==> src/pcl_pkg.sv <==
`timescale 1ns / 1ps
`default_nettype none

package pcl_pkg;

  // Curve table geometry
  localparam int TABLE_DEPTH = 512;
  localparam int TBL_AW      = $clog2(TABLE_DEPTH);

  // Field widths
  localparam int PIX_W   = 8;
  localparam int IDX_W   = 9;
  localparam int ENTRY_W = 16;

  // Stream packing
  localparam int IN_FIELDS_W = 4 * PIX_W + IDX_W + ENTRY_W;
  localparam int IN_TDATA_W  = ((IN_FIELDS_W + 7) / 8) * 8;
  localparam int IN_TUSER_W  = 1;
  localparam int OUT_TDATA_W = 4 * PIX_W;
  localparam int OFS_RED     = 0;
  localparam int OFS_GREEN   = OFS_RED + PIX_W;
  localparam int OFS_BLUE    = OFS_GREEN + PIX_W;
  localparam int OFS_ALPHA   = OFS_BLUE + PIX_W;
  localparam int OFS_IDX     = OFS_ALPHA + PIX_W;
  localparam int OFS_VAL     = OFS_IDX + IDX_W;

  // Configuration port
  localparam int CFG_IDX_W  = 1;
  localparam int CFG_DATA_W = 3;
  localparam logic [CFG_IDX_W-1:0] CFG_CHANNEL_MODE = 1'd0;
  localparam logic [CFG_IDX_W-1:0] CFG_LUMA_FORMULA = 1'd1;

  // Opcodes
  localparam logic OP_PIXEL = 1'b0;
  localparam logic OP_WRITE = 1'b1;

  typedef enum logic [2:0] {
    MODE_RED   = 3'd0,
    MODE_GREEN = 3'd1,
    MODE_BLUE  = 3'd2,
    MODE_ALPHA = 3'd3,
    MODE_LUMA  = 3'd4,
    MODE_RGB   = 3'd5,
    MODE_HUE   = 3'd6,
    MODE_SAT   = 3'd7
  } mode_t;

  // Luma weights, Q0.16
  localparam logic [15:0] W709_R = 16'd13933;
  localparam logic [15:0] W709_G = 16'd46871;
  localparam logic [15:0] W709_B = 16'd4732;
  localparam logic [15:0] W601_R = 16'd19595;
  localparam logic [15:0] W601_G = 16'd38470;
  localparam logic [15:0] W601_B = 16'd7471;
  localparam logic [24:0] LUMA_RND = 25'd32768;

  // Hue sector bases in degrees
  localparam logic [8:0] DEG_0   = 9'd0;
  localparam logic [8:0] DEG_120 = 9'd120;
  localparam logic [8:0] DEG_240 = 9'd240;
  localparam logic [8:0] DEG_360 = 9'd360;
  localparam logic [13:0] DEG_60 = 14'd60;

  // Entry limits: 360 degrees in Q9.7, 1.0 in Q1.15
  localparam logic [ENTRY_W-1:0] HUE_MAX = 16'd46080;
  localparam logic [ENTRY_W-1:0] SAT_ONE = 16'd32768;
  localparam logic [ENTRY_W-1:0] BYTE_MAX = 16'd255;

  // floor(n / 15) = (n * RECIP15) >> RECIP15_SH for n < 2^23
  localparam logic [23:0] RECIP15    = 24'd8947849;
  localparam int          RECIP15_SH = 27;

  // Restoring divider geometry
  localparam int DIV_NUM_W  = 32;
  localparam int DIV_DEN_W  = 8;
  localparam int DIV_STEP   = 4;
  localparam int DIV_STAGES = DIV_NUM_W / DIV_STEP;

endpackage

`default_nettype wire

==> src/pcl_div.sv <==
`timescale 1ns / 1ps
`default_nettype none

// Pipelined restoring divider, DIV_STEP quotient bits per stage.
module pcl_div (
  input  wire logic                             clk,
  input  wire logic                             en,
  input  wire logic [pcl_pkg::DIV_NUM_W-1:0]    num,
  input  wire logic [pcl_pkg::DIV_DEN_W-1:0]    den,
  output logic      [pcl_pkg::DIV_NUM_W-1:0]    quo
);
  import pcl_pkg::*;

  logic [DIV_NUM_W-1:0] num_r [DIV_STAGES];
  logic [DIV_NUM_W-1:0] quo_r [DIV_STAGES];
  logic [DIV_DEN_W-1:0] rem_r [DIV_STAGES];
  logic [DIV_DEN_W-1:0] den_r [DIV_STAGES];

  for (genvar k = 0; k < DIV_STAGES; k++) begin : g_stage
    logic [DIV_NUM_W-1:0] num_in, quo_in, num_nxt, quo_nxt;
    logic [DIV_DEN_W-1:0] rem_in, den_in, rem_nxt;

    if (k == 0) begin : g_first
      assign num_in = num;
      assign quo_in = '0;
      assign rem_in = '0;
      assign den_in = den;
    end else begin : g_next
      assign num_in = num_r[k-1];
      assign quo_in = quo_r[k-1];
      assign rem_in = rem_r[k-1];
      assign den_in = den_r[k-1];
    end

    always_comb begin
      logic [DIV_DEN_W:0] trial;
      num_nxt = num_in;
      quo_nxt = quo_in;
      rem_nxt = rem_in;
      for (int i = 0; i < DIV_STEP; i++) begin
        trial   = {rem_nxt, num_nxt[DIV_NUM_W-1]};
        num_nxt = num_nxt << 1;
        if (trial >= {1'b0, den_in}) begin
          rem_nxt = DIV_DEN_W'(trial - {1'b0, den_in});
          quo_nxt = {quo_nxt[DIV_NUM_W-2:0], 1'b1};
        end else begin
          rem_nxt = trial[DIV_DEN_W-1:0];
          quo_nxt = {quo_nxt[DIV_NUM_W-2:0], 1'b0};
        end
      end
    end

    always_ff @(posedge clk) begin
      if (en) begin
        num_r[k] <= num_nxt;
        quo_r[k] <= quo_nxt;
        rem_r[k] <= rem_nxt;
        den_r[k] <= den_in;
      end
    end
  end

  assign quo = quo_r[DIV_STAGES-1];

endmodule

`default_nettype wire

==> config.mk <==
export PLATFORM = sky130hd
export DESIGN_NAME = pcl_div
export DESIGN_NICKNAME = d
export VERILOG_FILES = /design/src/pcl_pkg.sv /design/src/pcl_div.sv
export SDC_FILE = /design/constraint.sdc
export NUM_CORES = 1
export LEC_CHECK = 0
export BUFFER_PORTS_ARGS = -buffer_cell sky130_fd_sc_hd__buf_2
export CAP_MARGIN = 40
export CORE_ASPECT_RATIO = 0.9
export CORE_MARGIN = 5
export CORE_UTILIZATION = 35
export DETAILED_ROUTE_END_ITERATION = 16
export PLACE_DENSITY = 0.52
export RECOVER_POWER = 50
export SETUP_SLACK_MARGIN = 0.2
export SLEW_MARGIN = 20
export SYNTH_ARGS = -nofsm -noshare
export SYNTH_HDL_FRONTEND = slang
export SYNTH_SLANG_ARGS = --single-unit
==> constraint.sdc <==
create_clock -name clk -period 9.7 [get_ports clk]
set_input_delay 0.97 -clock clk [delete_from_list [all_inputs] [get_ports clk]]
set_output_delay 0.97 -clock clk [all_outputs]
set_load 0.005 [all_outputs]
==> flow_metrics.py, run 1 <==
metrics = {
    "run_status": {
        "status": "finished, violations left",
        "violations": "capacitance limit, slew limit",
    },
    "placement": {
        "hpwl_um": 42000,
        "io_buffers": 73,
        "dp.cells": 3170,
        "gp_congestion": 0.875,
        "pre_cts_slack_ns": 0.179,
    },
    "critical_path": {
        "cp_slowest_stage_delay_ns": 0.48,
        "worstSetupPathType": "flop to flop",
        "crit_slowest_cell": "or3_1",
        "crit_path_frequent_cell": "a21oi_1",
        "cp-end-kind": "flop",
        "crit_buf_inv": 6,
        "crit_path_start_kind": "flop",
        "cp.required_ns": 10.10,
        "arrival_ns": 9.35,
        "critPathTopFamily": "compound AO/OA/AOI/OAI gates",
        "critPathMaxFanout": 14,
    },
    "routing": {
        "wl_per_cell_um": 17.2,
        "dr.pass1.iters": 5,
        "dr.first_iter.drc_count": 964,
        "drc": 0,
        "wl_um": 55800,
        "viasPerCell": 5.12,
        "vias": 16600,
        "ant_nets": 0,
    },
    "sta": {
        "fin_skew_ns": 0.0301,
        "hold_violations": 0,
        "min_period_over_period_pct": 92.2,
        "setup_slack_ns": 0.757,
        "worstMarginPinSlew_ns": 4.29,
        "drv_slew": 102,
        "period_needed_ns": 8.94,
        "tns_ns": 0,
        "rsz0062_at_grt": "true",
        "max_freq_mhz": 112,
        "timing.slew.headroom_pct": -186,
        "setup-violations-final": 0,
    },
    "logic_synthesis": {
        "yosysUniqueCellTypes": 91,
        "ys_warn_count": 0,
        "synth-seq-area-share_pct": 45.6,
        "synth-edff-count": 368,
        "synthCells": 2171,
        "avgSynthCellArea_sq_um": 11.2,
        "synth-async-reset-ratio_pct": 0,
        "synth_ff_type": "edfxtp_1",
        "ys_ff_latch": 368,
        "syn_area_sq_um": 24200,
        "syn-num-nets": 2493,
    },
    "layout": {
        "area_growth_pct": 12.6,
        "nets": 2608,
        "fill_cells": 6619,
        "stdcell_count": 3246,
        "multi_input_area_sq_um": 12300,
        "seq_area_sq_um": 11100,
        "drive_gt1_share_pct": 11.6,
        "final_cell_mix": "edfxtp_1, ha_1, inv_1",
        "layout_commonest_cell": "edfxtp_1",
    },
    "global_routing": {
        "gr-total-overflow": 0,
        "grtUsageTotal_pct": 14.7,
        "antenna_found_initial": 0,
        "grt_pass1_wl_um": 89100,
        "grt_pass1_vias": 16600,
        "grt_max_degree": 152,
    },
    "floorplanning": {
        "num_rows": 91,
        "core_area_sq_um": 68500,
        "die_w_um": 287,
        "pin_count": 74,
        "start_util_pct": 35.4,
        "die_area_sq_um": 74600,
        "die_h_um": 260,
    },
    "clock_tree": {
        "clk_path_buf_depth": 3,
        "ctsRootBufferMaster": "clkbuf_16",
        "clock_latency_ns": 0.58,
        "cts_max_level": 2,
        "cts_setup_buffers": 0,
        "cts.sinks": 368,
        "cts_buffers": 44,
        "clk_pin_slew_ns": 0.06,
        "tritoncts": "built",
    },
    "job": {
        "maxCapViolCount": 2,
    },
    "worst_hold_path": {
        "min_path_type": "flop to flop",
    },
}
-- worst register-to-register path, delay by kind of cell, from the launching register on --
family | cells | cell delay [ns]
muxes | 1 | 0.35
buffers and inverters | 6 | 0.99
AOI/OAI and AO/OA | 15 | 3.58
adders and majority gates | 4 | 1.35
DFF | 1 | 0.45
and+or+nand+nor | 11 | 2.05
-- worst paths after layout --
kind | startpoint | end | slack [ns] | cells past startpoint
worst max-delay path | den_r[2][5] | rem_r[3][2] | 0.76 | 37
worst min register to register | quo_r[0][68] | quo_r[0][104] | 0.42 | 0
worst min-delay path | quo_r[0][68] | quo_r[0][104] | 0.42 | 0
worst max register to register | den_r[2][5] | rem_r[3][2] | 0.76 | 37
-- cells by family (layout without fill, tap and decap cells) --
| group | after synthesis | count (layout) | synth area share (%) |
|---|---|---|---|
| flip-flops | 368 | 368 | 45.6 |
| multiplexers | 118 | 118 | 5.27 |
| XOR/XNOR | 128 | 128 | 4.63 |
| buffers and inverters | 239 | 383 | 3.82 |
| AO/OA/AOI/OAI | 532 | 532 | 14.4 |
| AND/OR/NAND/NOR | 506 | 506 | 10.9 |
| other | 0 | 1 | 0 |
| adder cells (fa/ha/maj) | 280 | 280 | 15.4 |
-- synthesized netlist by cell type (all sizes together) (13+ instances only) --
cell type	instances	area, sq um
edfxtp	368	11100
ha	250	3130
inv	215	807
o21ai	142	711
nor2	133	499
a21oi	130	651
nand2	90	340
mux2	77	867
xnor2	77	674
nor2b	53	332
xor2	51	447
a21o	42	317
nor3	42	233
mux2i	41	410
o21a	40	300
nand2b	38	245
nand4	33	206
nand3	32	160
fa	30	601
a211oi	17	145
clkbuf	16	60.1
or2	13	81.3
-- stage by stage --
stage | utilization (%) | area (sq um) | hold WS (ns)
after floorplan | - | 24200 | 0.400
after global placement | 37.6 | 25800 | 0.401
after detailed placement | 37.7 | 25800 | 0.405
after CTS | 39.8 | 27300 | 0.417
after global routing | 39.8 | 27300 | 0.421
final | 39.8 | 27300 | 0.415
-- repair_timing --
action / in CTS / in global routing
hold buffers: 0 / 0
resized for setup: 1 / 17
setup endpoints to repair: 2 / 34
-- sequential cells by signal, indices dropped and copies added (netlist names) --
| register | count |
|---|---|
| quo_r | 144 |
| num_r | 112 |
| den_r | 56 |
| rem_r | 56 |
-- cell type report --
cell class | count | area share (%)
diodes | 1 | 0.00917
multi-input cells | 1564 | 45.1
clock buffers | 55 | 4.19
repair buffers | 93 | 1.95
well taps | 930 | 4.26
clock inverters | 20 | 1.05
inverters | 215 | 2.96
flip-flops and latches | 368 | 40.5
-- routing by layer --
metal  vias to the layer above  global-route usage [%]  wire [um]
met5                         -                       0          0
met4                         0                    3.81       1190
met3                        75                    2.09       2080
met2                       280                    24.5      26300
met1                      7940                    20.2      26300
li1                       8334                       -          -
Power of run 1 is left out: the tool's default activity adds up to more than one toggle a clock period on the data nets, which glitch-free logic cannot reach.
==> run 2: changes to the inputs <==
- ABC_AREA: not set -> 1
==> flow_metrics.py, run 2 <==
metrics = {
    "run_status": {
        "status": "finished, violations left",
        "violations": "capacitance limit, slew limit",
    },
    "routing": {
        "dr.pass1.iters": 5,
        "viasPerCell": 4.79,
        "dr.first_iter.drc_count": 1063,
        "wl_per_cell_um": 15.0,
        "drc": 0,
        "ant_nets": 0,
        "vias": 18700,
        "wl_um": 58500,
    },
    "global_routing": {
        "grt_pass1_vias": 18200,
        "grtUsageTotal_pct": 14.6,
        "grt_pass1_wl_um": 94200,
        "gr-total-overflow": 0,
        "grt_max_degree": 108,
        "antenna_found_initial": 2,
    },
    "placement": {
        "gp_congestion": 0.884,
        "dp.cells": 3832,
        "io_buffers": 73,
        "hpwl_um": 44700,
    },
    "layout": {
        "antenna_cells": 0,
        "stdcell_count": 3911,
        "layout_commonest_cell": "nand2_1",
        "largest_register": "quo_r",
        "biggestRegsByFlops": "quo_r x144, num_r x112",
        "nets": 3241,
        "largest_register_ffs": 144,
        "fill_cells": 7183,
        "drive_gt1_share_pct": 10.0,
        "fin_util_pct": 39.0,
        "area_growth_pct": 11.0,
        "final_cell_mix": "nand2_1, inv_1, edfxtp_1",
    },
    "critical_path": {
        "crit_path_frequent_cell": "nand2_1",
        "cp-end-kind": "flop",
        "crit_slowest_cell": "o21ai_0",
        "arrival_ns": 8.20,
        "worstSetupPathType": "flop to flop",
        "critPathMaxFanout": 12,
        "cp.required_ns": 10.11,
        "cp_slowest_stage_delay_ns": 0.57,
        "crit_path_start_kind": "flop",
    },
    "sta": {
        "tns_ns": 0,
        "max_freq_mhz": 128,
        "hold_violations": 0,
        "timing.slew.headroom_pct": -312,
        "period_needed_ns": 7.79,
        "rsz0062_at_grt": "false",
        "worstMarginPinSlew_ns": 6.18,
        "min_period_over_period_pct": 80.3,
        "setup-violations-final": 0,
        "drv_slew": 108,
        "fin_skew_ns": 0.0172,
    },
    "clock_tree": {
        "clock_latency_ns": 0.56,
        "cts_setup_buffers": 0,
        "clk_pin_slew_ns": 0.06,
        "cts_max_level": 2,
        "hold_buffers": 0,
        "cts_resized": 0,
        "clk_path_buf_depth": 3,
        "tritoncts": "built",
        "cts.sinks": 368,
        "ctsRootBufferMaster": "clkbuf_16",
        "cts_buffers": 44,
    },
    "logic_synthesis": {
        "synthCells": 2814,
        "synth_ff_type": "edfxtp_1",
        "syn_area_sq_um": 25500,
        "synth-edff-count": 368,
        "synthTopCellsByCount": "nand2_1, inv_1, edfxtp_1",
        "yosysTopAreaCell": "edfxtp_1",
        "synth-seq-area-share_pct": 43.3,
        "synth-async-reset-ratio_pct": 0,
        "synthMostInstantiatedCell": "nand2_1",
        "avgSynthCellArea_sq_um": 9.07,
        "yosys-top-cells-area": "edfxtp_1, ha_1, nand2_1",
        "synth_top_area_share_pct": 43.3,
        "yosysUniqueCellTypes": 57,
        "syn-num-nets": 3136,
        "ys_ff_latch": 368,
        "ys_warn_count": 0,
    },
    "floorplanning": {
        "core_area_sq_um": 72700,
        "start_util_pct": 35.1,
        "num_rows": 94,
        "die_h_um": 266,
        "pin_count": 74,
        "die_w_um": 295,
        "die_area_sq_um": 78400,
    },
    "job": {
        "maxCapViolCount": 1,
    },
    "worst_hold_path": {
        "min_path_type": "flop to flop",
    },
}
run 2: cell types whose count changed after synthesis, sizes merged, moves of 17 or more:
cell,delta
nand2b,-38
a21oi,+43
inv,+212
mux2i,-41
nand2,+682
nor3,-17
o21a,-25
nor2,+24
nor2b,-52
a21o,-38
xnor2,-30
mux2,-77
nand3,+125
xor2,+51
run 2: path summary, 6_finish.rpt:
check | start | endpoint | slack (ns) | depth (start not counted)
worst max-delay path | den_r[5][1] | rem_r[6][1] | 1.91 | 41
worst min-delay path | num_r[4][18] | num_r[5][22] | 0.41 | 0
worst max register to register | den_r[5][1] | rem_r[6][1] | 1.91 | 41
worst min register to register | num_r[4][18] | num_r[5][22] | 0.41 | 0
run 2: layer usage:
layer | track usage (%) | vias to the layer above | share of wire, %
li1 | - | 9663 | -
met1 | 20.5 | 8667 | 48
met2 | 24.0 | 328 | 45
met3 | 2.23 | 73 | 4.5
met4 | 3.60 | 0 | 2.0
met5 | 0 | - | 0
run 2: cells by family (layout without fill, tap and decap cells):
kind of cell               Yosys count  count (layout)  synth area share, %
buffers and inverters              450             587                 7.12
adders and majority gates          280             280                 14.6
DFF                                368             368                 43.3
xor gates and xnor gates           149             149                 5.11
and+or+nand+nor                   1189            1189                 21.2
AOI/OAI and AO/OA                  378             378                 8.66
run 2: layout make-up:
class / count / area (sq um) / area share, %
multi-input combinational: 1996 / 12700 / 44.7
sequential: 368 / 11100 / 39.0
inverter: 430 / 1620 / 5.72
tap: 960 / 1200 / 4.24
clock buffer: 56 / 1170 / 4.12
timing repair buffer: 79 / 438 / 1.55
clock inverter: 22 / 190 / 0.671
run 2: stage by stage:
step	setup slack (ns)	hold slack (ns)	area, sq um
4_1_cts	1.91	0.413	28300
2_1_floorplan	3.51	0.400	25500
5_1_grt	1.36	0.418	28300
3_3_place_gp	1.96	0.400	26900
6_report	1.91	0.410	28300
3_5_place_dp	1.92	0.405	27000
run 2: worst max-delay path: cells and delay by family (launching register included):
| kind | cells | cell delay (ns) |
|---|---|---|
| AND/OR/NAND/NOR | 21 | 2.57 |
| AO/OA/AOI/OAI | 10 | 2.38 |
| buffers and inverters | 6 | 0.75 |
| adder cells (fa/ha/maj) | 4 | 1.38 |
| flip-flops | 1 | 0.56 |
Power of run 2 is left out for the same reason.
==> run 3: changes to the inputs <==
- clock period: 9.7 -> 7.44 ns (I/O delays scaled with it)
==> flow_metrics.py, run 3 (synthesis gave the netlist of run 2 again) <==
metrics = {
    "run_status": {
        "status": "finished, violations left",
        "violations": "capacitance limit, slew limit",
    },
    "routing": {
        "wl_met1_um": 28500,
        "met3_length_um": 2100,
        "dr.first_iter.drc_count": 1005,
        "viasPerCell": 4.77,
        "wl_met2_um": 27500,
        "wl_per_cell_um": 15.0,
        "ant_nets": 0,
        "drc": 0,
        "top_layer": "met4",
        "dr.pass1.iters": 6,
        "wl_um": 59500,
        "vias": 18900,
    },
    "critical_path": {
        "critical_path_depth": 41,
        "cp-end-kind": "flop",
        "crit_path_frequent_cell": "nand2_1",
        "timing.rr.end": "rem_r[6][0]",
        "worstSetupPathType": "flop to flop",
        "crit_path_start_kind": "flop",
        "crit_buf_inv": 5,
        "cp.required_ns": 7.88,
        "endpoint": "rem_r[6][0]",
        "reg2regPathDepth": 41,
        "r2r_start": "den_r[5][0]",
        "arrival_ns": 7.19,
        "startpoint": "den_r[5][0]",
        "cp_slowest_stage_delay_ns": 0.51,
        "r2r_slack_ns": 0.69,
        "crit_slowest_cell": "edfxtp_1",
        "critPathMaxFanout": 11,
        "critPathTopFamily": "compound AO/OA/AOI/OAI gates",
    },
    "floorplanning": {
        "num_rows": 94,
        "die_w_um": 295,
        "core_area_sq_um": 72700,
        "die_h_um": 266,
        "start_util_pct": 35.1,
        "die_area_sq_um": 78400,
        "pin_count": 74,
    },
    "clock_tree": {
        "ctsRootBufferMaster": "clkbuf_16",
        "tritoncts": "built",
        "clock_latency_ns": 0.58,
        "cts_buffers": 44,
        "cts.sinks": 368,
        "clk_pin_slew_ns": 0.06,
        "clk_path_buf_depth": 3,
        "cts_max_level": 2,
    },
    "layout": {
        "area_growth_pct": 13.8,
        "biggestRegsByFlops": "quo_r x144, num_r x112",
        "largest_register_ffs": 144,
        "drive_gt1_share_pct": 13.3,
        "largest_register": "quo_r",
        "fin_area_sq_um": 29000,
        "nets": 3298,
        "fill_cells": 7178,
        "seq_area_sq_um": 11100,
        "final_cell_mix": "nand2_1, inv_1, edfxtp_1",
        "layout_commonest_cell": "nand2_1",
        "multi_input_area_sq_um": 12900,
        "stdcell_count": 3971,
    },
    "placement": {
        "dp.cells": 3856,
        "io_buffers": 73,
        "gp_congestion": 0.893,
        "placedInstanceArea_sq_um": 27100,
        "hpwl_um": 44600,
    },
    "sta": {
        "timing.slew.headroom_pct": -350,
        "drv_slew": 115,
        "rsz0062_at_grt": "false",
        "hold_violations": 0,
        "max_freq_mhz": 148,
        "hold_slack_ns": 0.338,
        "period_needed_ns": 6.75,
        "fin_skew_ns": 0.0281,
        "tns_ns": 0,
        "worstMarginPinSlew_ns": 6.75,
        "setup-violations-final": 0,
        "min_period_over_period_pct": 90.8,
    },
    "job": {
        "maxCapViolCount": 1,
    },
    "global_routing": {
        "grt_max_degree": 115,
        "gr-total-overflow": 0,
        "grt_pass1_wl_um": 94700,
        "antenna_found_initial": 0,
        "grtUsageTotal_pct": 14.7,
        "grt_pass1_vias": 18400,
    },
    "worst_hold_path": {
        "min_path_type": "input pin to flop",
    },
}
==> run 3: cell count changes in the layout (fill, tap and decap cells not counted), sizes merged <==
cell / before / now
buf: 69 / 115
bufinv: 2 / 4
clkbuf: 66 / 69
clkinv: 17 / 21
diode: 0 / 1
inv: 429 / 430
nand2: 772 / 773
nand3: 157 / 158
nor2: 157 / 158
==> run 3: timing repair <==
action | in CTS | in global routing
pin swaps | 1 | 12
cloned | 0 | 3
buffers inserted | 3 | 27
hold buffers | 0 | 0
resized for setup | 4 | 93
setup endpoints to repair | 17 | 55
==> run 3: routing by layer <==
layer / GRT usage (%) / vias to the layer above
met5: 0 / -
met4: 4.11 / 0
met3: 2.06 / 85
met2: 24.3 / 330
met1: 20.3 / 8735
li1: - / 9788
==> run 3: how the worst min path moves through the flow <==
stage | startpoint | end | depth (start not counted)
floorplan | num_r[0][6] | num_r[1][10] | 0
global placement | quo_r[1][19] | quo_r[1][55] | 0
detailed placement | num_r[1][8] | num_r[2][12] | 0
CTS | num[7] | num_r[0][7] | 1
global route | num[7] | num_r[0][7] | 1
finish | num[8] | num_r[0][8] | 1
==> run 3: through the flow <==
step	setup WS, ns	utilization (%)
6_report	0.686	40.0
5_1_grt	0.132	39.9
4_1_cts	0.192	39.3
3_5_place_dp	0.0328	37.3
3_3_place_gp	0.120	37.3
2_1_floorplan	1.29	-
==> run 3: layout make-up <==
class | instances | share of cell area, %
multi-input cells | 1999 | 44.5
repair buffers | 133 | 2.76
well taps | 960 | 4.14
flip-flops and latches | 368 | 38.1
inverters | 430 | 5.62
clock inverters | 29 | 1.02
clock buffers | 51 | 3.88
diodes | 1 | 0.00862
Power of run 3 is left out for the same reason.
